$ cat src/sv/ctr_pkg.sv
package ctr_pkg;

   localparam logic [3:0] OP_RD_ICCS  = 4'd0;
   localparam logic [3:0] OP_RD_RXCS  = 4'd1;
   localparam logic [3:0] OP_RD_RXDB  = 4'd2;
   localparam logic [3:0] OP_RD_TXCS  = 4'd3;
   localparam logic [3:0] OP_WR_ICCS  = 4'd4;
   localparam logic [3:0] OP_WR_RXCS  = 4'd5;
   localparam logic [3:0] OP_WR_TXCS  = 4'd6;
   localparam logic [3:0] OP_WR_TXDB  = 4'd7;
   localparam logic [3:0] OP_RX_CHAR  = 4'd8;
   localparam logic [3:0] OP_RX_BREAK = 4'd9;
   localparam logic [3:0] OP_TX_DONE  = 4'd10;
   localparam logic [3:0] OP_CLK_TICK = 4'd11;

   localparam int unsigned BIT_DONE = 7;
   localparam int unsigned BIT_IE   = 6;

   localparam logic [15:0] BREAK_WORD = 16'h8000 | 16'h2000 | 16'h0400;

   localparam logic [3:0] SEL_CHAR = 4'h0;
   localparam logic [3:0] SEL_MISC = 4'hF;
   localparam logic [7:0] FN_REBOOT    = 8'd2;
   localparam logic [7:0] FN_SOFT_DONE = 8'd5;
   localparam logic [4:0] FN_LED_GROUP = 5'd1;

   typedef struct packed {
      logic [3:0]  opcode;
      logic [15:0] write_data;
      logic [7:0]  rx_char;
   } req_type;

   typedef struct packed {
      logic [15:0] read_data;
      logic        rx_int;
      logic        tx_int;
      logic        clk_int;
      logic [2:0]  led_value;
      logic        tx_start;
      logic [7:0]  tx_char;
      logic        halt_request;
      logic        reboot_request;
      logic        soft_done_request;
      logic        reserved_fault;
   } rsp_type;

   typedef struct packed {
      logic advance;
      logic halt_on_break;
   } core_ctl_type;

endpackage

$ cat src/sv/console_terminal_registers.sv
// Console register block for receive, transmit and interval clock. Each
// request beat is one register read, one register write or one event, and
// gives exactly one response beat. A beat is captured in an input register,
// then passes through the register logic into the response register once
// that register can take it, and one beat is taken every cycle while
// the response side keeps up. The halt-on-break enable is written through
// the csr port, which is always ready; write it only while the block is idle.
module console_terminal_registers
   import ctr_pkg::*;
(
   input  logic    clock,
   input  logic    reset,
   input  logic    req_valid,
   output logic    req_stall,
   input  req_type req_payload,
   output logic    rsp_valid,
   input  logic    rsp_stall,
   output rsp_type rsp_payload,
   input  logic    csr_valid,
   output logic    csr_ready,
   input  logic    csr_data
);

   logic         in_valid_ff;
   req_type      in_item_ff;
   logic         out_valid_ff;
   rsp_type      out_item_ff;
   logic         halt_enable_ff;
   logic         out_open;
   core_ctl_type ctl;
   rsp_type      result;

   assign out_open      = !out_valid_ff || !rsp_stall;
   assign req_stall     = in_valid_ff && !out_open;
   assign csr_ready     = 1'b1;
   assign ctl.advance   = in_valid_ff && out_open;
   assign ctl.halt_on_break = halt_enable_ff;

   ctr_core u_core (
      .clock  (clock),
      .reset  (reset),
      .ctl    (ctl),
      .item   (in_item_ff),
      .result (result)
   );

   always_ff @(posedge clock) begin
      if (reset) begin
         in_valid_ff    <= 1'b0;
         out_valid_ff   <= 1'b0;
         halt_enable_ff <= 1'b0;
      end else begin
         if (!req_stall) begin
            in_valid_ff <= req_valid;
         end
         if (out_open) begin
            out_valid_ff <= in_valid_ff;
         end
         if (csr_valid && csr_ready) begin
            halt_enable_ff <= csr_data;
         end
      end
   end

   always_ff @(posedge clock) begin
      if (req_valid && !req_stall) begin
         in_item_ff <= req_payload;
      end
      if (ctl.advance) begin
         out_item_ff <= result;
      end
   end

   assign rsp_valid   = out_valid_ff;
   assign rsp_payload = out_item_ff;

endmodule

$ cat src/sv/ctr_core.sv
module ctr_core
   import ctr_pkg::*;
(
   input  logic         clock,
   input  logic         reset,
   input  core_ctl_type ctl,
   input  req_type      item,
   output rsp_type      result
);

   logic        rx_done_ff, rx_done_in;
   logic        rx_ie_ff, rx_ie_in;
   logic [15:0] rx_buffer_ff, rx_buffer_in;
   logic        tx_done_ff, tx_done_in;
   logic        tx_ie_ff, tx_ie_in;
   logic        clk_ie_ff, clk_ie_in;
   logic        rx_pend_ff, rx_pend_in;
   logic        tx_pend_ff, tx_pend_in;
   logic        clk_pend_ff, clk_pend_in;
   logic [2:0]  leds_ff, leds_in;
   logic [3:0]  sel;
   logic [7:0]  fn;
   logic        ie_bit;

   assign sel    = item.write_data[11:8];
   assign fn     = item.write_data[7:0];
   assign ie_bit = item.write_data[BIT_IE];

   always_comb begin
      rx_done_in   = rx_done_ff;
      rx_ie_in     = rx_ie_ff;
      rx_buffer_in = rx_buffer_ff;
      tx_done_in   = tx_done_ff;
      tx_ie_in     = tx_ie_ff;
      clk_ie_in    = clk_ie_ff;
      rx_pend_in   = rx_pend_ff;
      tx_pend_in   = tx_pend_ff;
      clk_pend_in  = clk_pend_ff;
      leds_in      = leds_ff;
      result       = '0;
      unique case (item.opcode)
         OP_RD_ICCS: begin
            result.read_data[BIT_IE] = clk_ie_ff;
         end
         OP_RD_RXCS: begin
            result.read_data[BIT_DONE] = rx_done_ff;
            result.read_data[BIT_IE]   = rx_ie_ff;
         end
         OP_RD_RXDB: begin
            result.read_data = rx_buffer_ff;
            if (rx_done_ff) begin
               rx_done_in   = 1'b0;
               rx_buffer_in = {8'h00, rx_buffer_ff[7:0]};
               rx_pend_in   = 1'b0;
            end
         end
         OP_RD_TXCS: begin
            result.read_data[BIT_DONE] = tx_done_ff;
            result.read_data[BIT_IE]   = tx_ie_ff;
         end
         OP_WR_ICCS: begin
            if (!ie_bit) begin
               clk_pend_in = 1'b0;
            end
            clk_ie_in = ie_bit;
         end
         OP_WR_RXCS: begin
            if (!ie_bit) begin
               rx_pend_in = 1'b0;
            end else if (rx_done_ff && !rx_ie_ff) begin
               rx_pend_in = 1'b1;
            end
            rx_ie_in = ie_bit;
         end
         OP_WR_TXCS: begin
            if (!ie_bit) begin
               tx_pend_in = 1'b0;
            end else if (tx_done_ff && !tx_ie_ff) begin
               tx_pend_in = 1'b1;
            end
            tx_ie_in = ie_bit;
         end
         OP_WR_TXDB: begin
            priority if (sel == SEL_CHAR) begin
               tx_done_in      = 1'b0;
               tx_pend_in      = 1'b0;
               result.tx_start = 1'b1;
               result.tx_char  = fn;
            end else if (sel == SEL_MISC) begin
               priority if (fn == FN_REBOOT) begin
                  result.reboot_request = 1'b1;
               end else if (fn == FN_SOFT_DONE) begin
                  result.soft_done_request = 1'b1;
               end else if (fn[7:3] == FN_LED_GROUP) begin
                  leds_in = ~fn[2:0];
               end else begin
                  leds_in = leds_ff;
               end
            end else begin
               result.reserved_fault = 1'b1;
            end
         end
         OP_RX_CHAR: begin
            rx_buffer_in = {8'h00, item.rx_char};
            rx_done_in   = 1'b1;
            if (rx_ie_ff) begin
               rx_pend_in = 1'b1;
            end
         end
         OP_RX_BREAK: begin
            result.halt_request = ctl.halt_on_break;
            rx_buffer_in        = BREAK_WORD;
            rx_done_in          = 1'b1;
            if (rx_ie_ff) begin
               rx_pend_in = 1'b1;
            end
         end
         OP_TX_DONE: begin
            tx_done_in = 1'b1;
            if (tx_ie_ff) begin
               tx_pend_in = 1'b1;
            end
         end
         OP_CLK_TICK: begin
            if (clk_ie_ff) begin
               clk_pend_in = 1'b1;
            end
         end
         default: begin
            result = '0;
         end
      endcase
      result.rx_int    = rx_pend_in;
      result.tx_int    = tx_pend_in;
      result.clk_int   = clk_pend_in;
      result.led_value = leds_in;
   end

   always_ff @(posedge clock) begin
      if (reset) begin
         rx_done_ff   <= 1'b0;
         rx_ie_ff     <= 1'b0;
         rx_buffer_ff <= '0;
         tx_done_ff   <= 1'b1;
         tx_ie_ff     <= 1'b0;
         clk_ie_ff    <= 1'b0;
         rx_pend_ff   <= 1'b0;
         tx_pend_ff   <= 1'b0;
         clk_pend_ff  <= 1'b0;
         leds_ff      <= '0;
      end else if (ctl.advance) begin
         rx_done_ff   <= rx_done_in;
         rx_ie_ff     <= rx_ie_in;
         rx_buffer_ff <= rx_buffer_in;
         tx_done_ff   <= tx_done_in;
         tx_ie_ff     <= tx_ie_in;
         clk_ie_ff    <= clk_ie_in;
         rx_pend_ff   <= rx_pend_in;
         tx_pend_ff   <= tx_pend_in;
         clk_pend_ff  <= clk_pend_in;
         leds_ff      <= leds_in;
      end
   end

endmodule

$ cat config.mk
export PLATFORM = sky130hd
export DESIGN_NAME = console_terminal_registers
export DESIGN_NICKNAME = d
export VERILOG_FILES = /design/src/sv/ctr_pkg.sv /design/src/sv/console_terminal_registers.sv /design/src/sv/ctr_core.sv
export SDC_FILE = /design/constraint.sdc
export NUM_CORES = 1
export LEC_CHECK = 0
export BUFFER_PORTS_ARGS = -buffer_cell sky130_fd_sc_hd__buf_2
export CORE_MARGIN = 2
export CORE_UTILIZATION = 50
export CTS_CLUSTER_DIAMETER = 50
export DETAILED_ROUTE_END_ITERATION = 12
export GPL_ROUTABILITY_DRIVEN = 0
export PLACE_DENSITY = 0.76
export SLEW_MARGIN = 25
export SYNTH_ARGS = -nofsm -noshare
export SYNTH_HDL_FRONTEND = slang
export SYNTH_SLANG_ARGS = --single-unit
$ cat constraint.sdc
create_clock -name clock -period 2.89 [get_ports clock]
set_input_delay 0.867 -clock clock [delete_from_list [all_inputs] [get_ports clock]]
set_output_delay 0.867 -clock clock [all_outputs]
set_load 0.1 [all_outputs]
# ---- After elaboration in Yosys (flattened, before gate mapping)
# Cells that the tools add are included.
dict set report totals {
  regBits 89
  input_bits 34
}
dict set report op_classes {
  mux 30
  n_bitwise 4
  eq_ne 17
  n_reduce_logical 30
}
# operator n
set ops {}
lappend ops {{$pmux 16 s3} 1}
lappend ops {{$eq 4x4->1 const B} 5}
lappend ops {{$mux 3} 6}
lappend ops {{$eq 4x3->1 const B} 4}
lappend ops {{$mux 16} 1}
lappend ops {{$mux 1} 14}
lappend ops {{$reduce_and 2->1} 5}
lappend ops {{$mux 9} 1}
lappend ops {{$pmux 1 s3} 3}
lappend ops {{$reduce_and 3->1} 3}
lappend ops {{$eq 4x2->1 const B} 2}
lappend ops {{$eq 8x2->1 const B} 1}
lappend ops {{$eq 8x3->1 const B} 1}
lappend ops {{$logic_not 4->1} 2}
lappend ops {{$logic_not 1->1} 6}
lappend ops {{$pmux 1 s2} 3}
lappend ops {{$reduce_bool 2->1} 3}
lappend ops {{$eq 5x1->1 const B} 1}
lappend ops {{$logic_and 1x1->1} 5}
lappend ops {{$eq 4x1->1 const B} 1}
lappend ops {{$ne 2x1->1 const B} 2}
lappend ops {{$pmux 1 s4} 1}
lappend ops {{$reduce_or 2->1} 2}
lappend ops {{$reduce_or 4->1} 1}
lappend ops {{5 further kinds} 7}

# ---- Logic depth before layout (Yosys ltp)
# Gate-level depths: netlist of the first run.
dict set report logic_depth {
  depth_word 7
  mapped_depth 6
  mapped_depth_nobuf 4
}

# ---- Hierarchy
# Synthesis of the first run repeated with hierarchy kept, for this count alone.
dict set report hier_totals {
  hier_cells 237
  area_unflattened_um2 3343.2
}
# mod area_per_inst_um2 n_inst seq_area_each_um2 cells_per_inst
set by_module_without_submodules {}
lappend by_module_without_submodules {console_terminal_registers 2023.2 1 1951.9 78}
lappend by_module_without_submodules {ctr_core 1320.0 1 400.4 159}

# ---- Least setup slack after synthesis of the first run
# No wires, ideal clock.
dict set report synth_timing {
  kind {in2reg}
  startpoint {in rsp_stall}
  endpoint {reg in_item_ff[0] (netlist name) (enable)}
  required_time_ns 2.483
  setup_slack_ns -0.173
  n_path_buf 0
  t_arrival_ns 2.655
  path_stages 2
  cell_sequence {and3_1 > nor2b_1}
}
dict set report synth_via {
  elab_chain_cells 6
}
# element line_no
set synth_rtl {}
lappend synth_rtl {{from (decl)} console_terminal_registers.sv:17} ;# input logic rsp_stall,
lappend synth_rtl {{$logic_not 1->1} console_terminal_registers.sv:33} ;# assign out_open = !out_valid_ff || !rsp_stall;
lappend synth_rtl {{$logic_or 1x1->1} console_terminal_registers.sv:33}
lappend synth_rtl {{$logic_not 1->1} console_terminal_registers.sv:34} ;# assign req_stall = in_valid_ff && !out_open;
lappend synth_rtl {{$logic_and 1x1->1} console_terminal_registers.sv:34}
lappend synth_rtl {{$logic_not 1->1} console_terminal_registers.sv:66} ;# if (req_valid && !req_stall) begin
lappend synth_rtl {{$logic_and 1x1->1} console_terminal_registers.sv:66}
lappend synth_rtl {{to (signal assigned)} console_terminal_registers.sv:67} ;# in_item_ff <= req_payload;
lappend synth_rtl {{to (decl)} console_terminal_registers.sv:25} ;# req_type in_item_ff;
# No other way between the ends.
# A chain may end at the register's enable or synchronous reset.

# ---- Worst setup path after layout of the first run
dict set report layout_timing {
  startpoint {in rsp_stall}
  endpoint {out req_stall}
}
dict set report layout_via {
  elab_chain_cells 4
}
# element line_no
set layout_rtl {}
lappend layout_rtl {{$logic_not 1->1} console_terminal_registers.sv:33}
lappend layout_rtl {{$logic_or 1x1->1} console_terminal_registers.sv:33}
lappend layout_rtl {{$logic_not 1->1} console_terminal_registers.sv:34}
lappend layout_rtl {{$logic_and 1x1->1} console_terminal_registers.sv:34}
lappend layout_rtl {{to (decl)} console_terminal_registers.sv:14} ;# output logic req_stall,
# No other way between the ends.

==> results.sh, run 1 <==
export IMPL_synthFlopType="edfxtp_1"
export IMPL_drc=0
export IMPL_dpl_cell_area_mm2=0.00336
export IMPL_fin_hold_ws_ps=446
export IMPL_drv_cap=0
export IMPL_diodes=0
export IMPL_critPathMaxStageDelay_ps=440
export IMPL_cp_start_kind="primary input"
export IMPL_r2r_end="u_core.leds_ff[1]"
export IMPL_rsz0062_at_grt="no"
export IMPL_grt_pass1_vias=1732
export IMPL_design_area_mm2=0.00358
export IMPL_routedWlPerCell_um=14.1
export IMPL_first_iter_violations=79
export IMPL_row_count=28
export IMPL_synth_top_area_share_pct=51.4
export IMPL_dr_pass1_iters=4
export IMPL_gr_total_overflow=0
export IMPL_hold_viol=0
export IMPL_irDropWorstVdd_uv=348
export IMPL_layout_drive_gt1_share_pct=31.3
export IMPL_initial_core_util_pct=51.6
export IMPL_fmax_mhz=396
export IMPL_p_per_area_mw_per_mm2=674
export IMPL_clock_sinks=75
export IMPL_status="complete, no violations"
export IMPL_dieArea_mm2=0.00671
export IMPL_cts_root_buffer_cell="clkbuf_8"
export IMPL_post_route_period_util_pct=87.3
export IMPL_pin_count=72
export IMPL_r2r_slack_ps=930
export IMPL_power_total_uw=2410
export IMPL_die_h_um=81.9
export IMPL_r2r_start="in_item_ff[24]"
export IMPL_ys_seq_area_share_pct=66.6
export IMPL_ant_nets=0
export IMPL_syn_inst=233
export IMPL_dieWidth_um=81.9
export IMPL_dpl_hpwl_um=3460
export IMPL_port_buffers=61
export IMPL_antenna_found_initial=0
export IMPL_cts_path_max_buffers=2
export IMPL_cts_tree="done"
export IMPL_hold_path_depth=2
export IMPL_cts_buffers=9
export IMPL_synth_edf_count=52
export IMPL_hold_path_class="flop to flop"
export IMPL_synth_top_area_cell="edfxtp_1"
export IMPL_ctsHoldBuffers=0
export IMPL_path_clk_slew_ps=70
export IMPL_cp_end_kind="output pin"
export IMPL_p_leak_uw=0.00137
export IMPL_min_to="u_core.rx_buffer_ff[3]"
export IMPL_setup_viol=0
export IMPL_crit_required_ps=2020
export IMPL_worst_slew_pin_slew_ps=748
export IMPL_layout_min_cycle_time_ps=2520
export IMPL_syn_cell_area_mm2=0.00304
export IMPL_yosys_register_bits=75
export IMPL_yosysWarnings=0
export IMPL_synth_area_top_cells="edfxtp_1 51%, dfxtp_1 15%, nand2_1 2.7%"
export IMPL_reg2reg_depth=4
export IMPL_slew_headroom_pct=49.7
export IMPL_skew_ps=6.68
export IMPL_grt_pass1_wl_um=8220
export IMPL_crit_slowest_cell="buf_2"
export IMPL_worst_path_most_repeated_cell="buf_2"
export IMPL_path_cells="buf_2, and3_1, buf_2"
export IMPL_final_max_slew_viol_count=0
export IMPL_path_delay_family="buffers and inverters"
export IMPL_critPathMaxFanout=3
export IMPL_post_cts_resized=0
export IMPL_via_per_inst=5.29
export IMPL_min_from="u_core.rx_buffer_ff[3]"
export IMPL_crit_arrival_ps=1660
export IMPL_cp_num_buf_inv=2
export IMPL_htreeDepth=3
export IMPL_vias=1968
export IMPL_cts_setup_buffers=0
export IMPL_avgSynthCellArea_um2=13.0
export IMPL_syn2layout_area_growth_pct=18.0
export IMPL_async_reset_ff_share_pct=0
export IMPL_clk_latency_ps=350
export IMPL_coreArea_mm2=0.00589
export IMPL_criticalPathCategory="primary input to output pin"
export IMPL_final_nets=326
export IMPL_grt_max_degree=29
export IMPL_wirelength_um=5250
export IMPL_yosysUniqueCellTypes=47
export IMPL_final_setup_tns_ps=0
export IMPL_grt_usage_pct=16.9
report_power, final:
group	switching [µW]	internal, µW
logic	245	52.0
clock network	378	511
registers	32.1	1190
synthesized netlist by cell type, drive strengths merged, types with 2 or more instances:
master / number
and4bb: 2
nor4b: 2
and2: 9
nand2: 22
nand4b: 2
nor2b: 6
clkbuf: 5
nor3b: 2
edfxtp: 52
and4: 2
nor2: 14
o21ai: 6
nor3: 2
nand4: 11
buf: 17
a21oi: 14
dfxtp: 23
and3: 10
nand3: 2
mux2i: 4
nor4: 2
a311oi: 6
conb: 2
placed cells by master (no fill, tap or decap), drive strengths merged, types with 9 or more instances in the layout:
cell,instances
and2,9
clkbuf,10
dfxtp,23
nand4,11
nor2,14
nand2,22
and3,10
edfxtp,52
buf,66
a21oi,14
how the worst max path moves through the flow:
stage,from,end,slack (ps),cells after the start
floorplan,rsp_valid,req_stall,80,1
global placement,rsp_stall,req_stall,390,3
detailed placement,rsp_stall,req_stall,370,3
CTS,rsp_stall,req_stall,360,3
global route,rsp_stall,req_stall,330,3
finish,rsp_stall,req_stall,370,3
flip-flops by register name (all words and copies together), names as in the netlist, 3 cells and up:
| signal | cells |
|---|---|
| in_item_ff | 24 |
| u_core.leds_ff | 3 |
| rsp_payload | 28 |
| u_core.rx_buffer_ff | 9 |
through the flow:
step	util, %	cells	setup WS [ps]
after global routing	60.8	372	335
after global placement	57.0	356	390
after CTS	60.8	372	359
after floorplan	-	237	79.5
after detailed placement	57.0	356	368
final	60.8	372	367
cell type report:
cell class / count / area (µm²)
Fill cell: 498 / 2300
Sequential cell: 75 / 2020
Multi-Input combinational cell: 139 / 893
Timing Repair Buffer: 66 / 343
Clock buffer: 10 / 138
Tap cell: 75 / 93.8
Clock inverter: 6 / 87.6
Inverter: 1 / 3.75
per-layer routing:
metal / vias to the layer above / part of all wire (%) / track usage, %
li1: 980 / - / -
met1: 933 / 45 / 20.6
met2: 47 / 49 / 27.2
met3: 8 / 4.8 / 5.71
met4: 0 / 1.5 / 7.50
met5: - / 0 / 0
worst min-delay path, delay by kind of cell, from the launching register on:
family | cells | cell delay [ps]
flops | 1 | 310
simple gates | 1 | 50
compound gates | 1 | 50
logic make-up after synthesis:
logic type	after synthesis	synth area share, %
compound gates	34	7.34
simple gates	93	18.6
mux	6	2.43
flops	75	66.6
other cells	2	0.247
buf+inv	23	4.78
Power figures use the tool's default switching activity.
==> inputs of run 2 (changes only) <==
--- a/config.mk
+++ b/config.mk
@@ -6,12 +6,13 @@
 export NUM_CORES = 1
 export LEC_CHECK = 0
 export BUFFER_PORTS_ARGS = -buffer_cell sky130_fd_sc_hd__buf_2
-export CORE_MARGIN = 2
+export CORE_MARGIN = 3
 export CORE_UTILIZATION = 50
 export CTS_CLUSTER_DIAMETER = 50
 export DETAILED_ROUTE_END_ITERATION = 12
 export GPL_ROUTABILITY_DRIVEN = 0
 export PLACE_DENSITY = 0.76
+export RECOVER_POWER = 50
 export SLEW_MARGIN = 25
 export SYNTH_ARGS = -nofsm -noshare
 export SYNTH_HDL_FRONTEND = slang
==> run 2 against run 1 <==
  * Clock skew up 5.5 ps
  * Non-clock buffer count up 2
  * First-iteration DRC count up 13%
  * Wire length up 7.1%
  * Maximum frequency down 0.49%
  * Count of clock-buffer cells in the layout unchanged
  * Register-to-register slack worse by 150 ps
  * Cell area down 2.1%
  * Critical endpoint unchanged
==> results.sh, run 2 (same netlist as run 1, synthesis figures left out) <==
export IMPL_mostFrequentLayoutCells="58 x buf_2, 52 x edfxtp_1, 23 x dfxtp_1"
export IMPL_row_count=27
export IMPL_dieWidth_um=83.9
export IMPL_design_area_mm2=0.00351
export IMPL_setup_viol=0
export IMPL_grt_usage_pct=16.7
export IMPL_pin_count=72
export IMPL_dpl_cell_area_mm2=0.00337
export IMPL_swShare_pct=29.3
export IMPL_port_buffers=61
export IMPL_cts_path_max_buffers=2
export IMPL_dpl_hpwl_um=3770
export IMPL_nFillCells=462
export IMPL_crit_arrival_ps=1670
export IMPL_gr_total_overflow=0
export IMPL_post_cts_resized=0
export IMPL_p_seq_share_pct=54.9
export IMPL_initial_core_util_pct=53.5
export IMPL_grt_max_degree=26
export IMPL_slew_headroom_pct=9.22
export IMPL_cts_setup_buffers=0
export IMPL_min_from="u_core.rx_buffer_ff[5]"
export IMPL_clk_latency_ps=350
export IMPL_dr_pass1_iters=4
export IMPL_crit_required_ps=2020
export IMPL_reg2reg_depth=4
export IMPL_clock_power_share_pct=31.8
export IMPL_drv_cap=0
export IMPL_syn2layout_area_growth_pct=15.5
export IMPL_grt_pass1_vias=1951
export IMPL_min_to="u_core.rx_buffer_ff[5]"
export IMPL_cp_start_kind="primary input"
export IMPL_status="complete, no violations"
export IMPL_clock_sinks=75
export IMPL_hold_path_depth=2
export IMPL_r2r_end="u_core.rx_buffer_ff[3]"
export IMPL_criticalPathCategory="primary input to output pin"
export IMPL_first_iter_violations=89
export IMPL_dieArea_mm2=0.00704
export IMPL_wirelength_um=5620
export IMPL_drc=0
export IMPL_power_total_uw=2230
export IMPL_cts_root_buffer_cell="clkbuf_8"
export IMPL_coreArea_mm2=0.00568
export IMPL_via_per_inst=5.36
export IMPL_post_route_period_util_pct=87.7
export IMPL_hold_viol=0
export IMPL_power_switching_uw=654
export IMPL_cts_buffers=9
export IMPL_ctsHoldBuffers=0
export IMPL_power_combinational_fraction_pct=13.3
export IMPL_cts_tree="done"
export IMPL_r2r_start="rsp_valid"
export IMPL_fin_util_pct=61.8
export IMPL_final_setup_tns_ps=0
export IMPL_antenna_found_initial=0
export IMPL_final_nets=328
export IMPL_ant_nets=0
export IMPL_grt_pass1_wl_um=9110
export IMPL_final_max_slew_viol_count=0
export IMPL_layout_min_cycle_time_ps=2540
export IMPL_die_h_um=83.9
export IMPL_critPathMaxFanout=3
export IMPL_path_clk_slew_ps=70
export IMPL_cp_end_kind="output pin"
export IMPL_largest_register_ffs=28
export IMPL_htreeDepth=3
export IMPL_skew_ps=12.1
export IMPL_internal_power_uw=1580
export IMPL_fmax_mhz=394
export IMPL_final_common_cell="buf_2"
export IMPL_crit_start="rsp_stall"
export IMPL_p_per_area_mw_per_mm2=637
export IMPL_routedWlPerCell_um=15.2
export IMPL_vias=1987
export IMPL_r2r_slack_ps=780
export IMPL_p_leak_uw=0.00132
export IMPL_layout_drive_gt1_share_pct=28.1
export IMPL_worst_slew_pin_slew_ps=1360
export IMPL_rsz0062_at_grt="no"
export IMPL_diodes=0
export IMPL_hold_path_class="flop to flop"
export IMPL_irDropWorstVdd_uv=360
run 2: changes by cell type in the layout (fill, tap and decap cells not counted), moves of 2 or more:
| cell | change |
|---|---|
| and2_0 | +6 |
| bufinv_16 | -2 |
| clkinvlp_4 | +2 |
| buf_2 | -3 |
| clkbuf_1 | +6 |
| and2_1 | -6 |
run 2: final cells by class:
cell class / instances / area (µm²) / share of cell area, %
multi-input cells: 139 / 868 / 24.8
repair buffers: 68 / 343 / 9.78
flip-flops and latches: 75 / 2020 / 57.7
clock buffers: 10 / 138 / 3.93
well taps: 72 / 90.1 / 2.57
clock inverters: 6 / 41.3 / 1.18
inverters: 1 / 3.75 / 0.107
run 2: power by group through the flow:
stage	Sequential, µW	Combinational, µW	Clock, µW
5_1_grt	1230	309	771
6_report	1230	296	709
2_1_floorplan	1380	115	0
3_5_place_dp	1250	301	0
3_3_place_gp	1250	298	0
4_1_cts	1230	302	726
run 2: how the worst max path moves through the flow:
stage | slack (ps) | to | cells past startpoint
floorplan | 80 | req_stall | 1
global route | 300 | req_stall | 3
detailed placement | 380 | req_stall | 3
global placement | 390 | req_stall | 3
CTS | 380 | req_stall | 3
finish | 350 | req_stall | 3
run 2: worst max-delay path, stage by stage:
cell and delay (ps):
clkbuf_1 140, and3_1 220, buf_2 440
run 2: layer usage:
| layer | share of wire [%] | vias to the layer above | global-route usage (%) |
|---|---|---|---|
| li1 | - | 980 | - |
| met1 | 41 | 939 | 20.0 |
| met2 | 51 | 54 | 27.7 |
| met3 | 4.9 | 14 | 3.65 |
| met4 | 2.8 | 0 | 9.94 |
| met5 | 0 | - | 0 |
run 2: metrics by stage:
step | hold slack (ps) | cells | setup slack, ps
floorplan | 427 | 237 | 79.5
global placement | 434 | 355 | 389
detailed placement | 441 | 355 | 383
CTS | 451 | 371 | 377
global route | 477 | 371 | 299
finish | 450 | 371 | 355
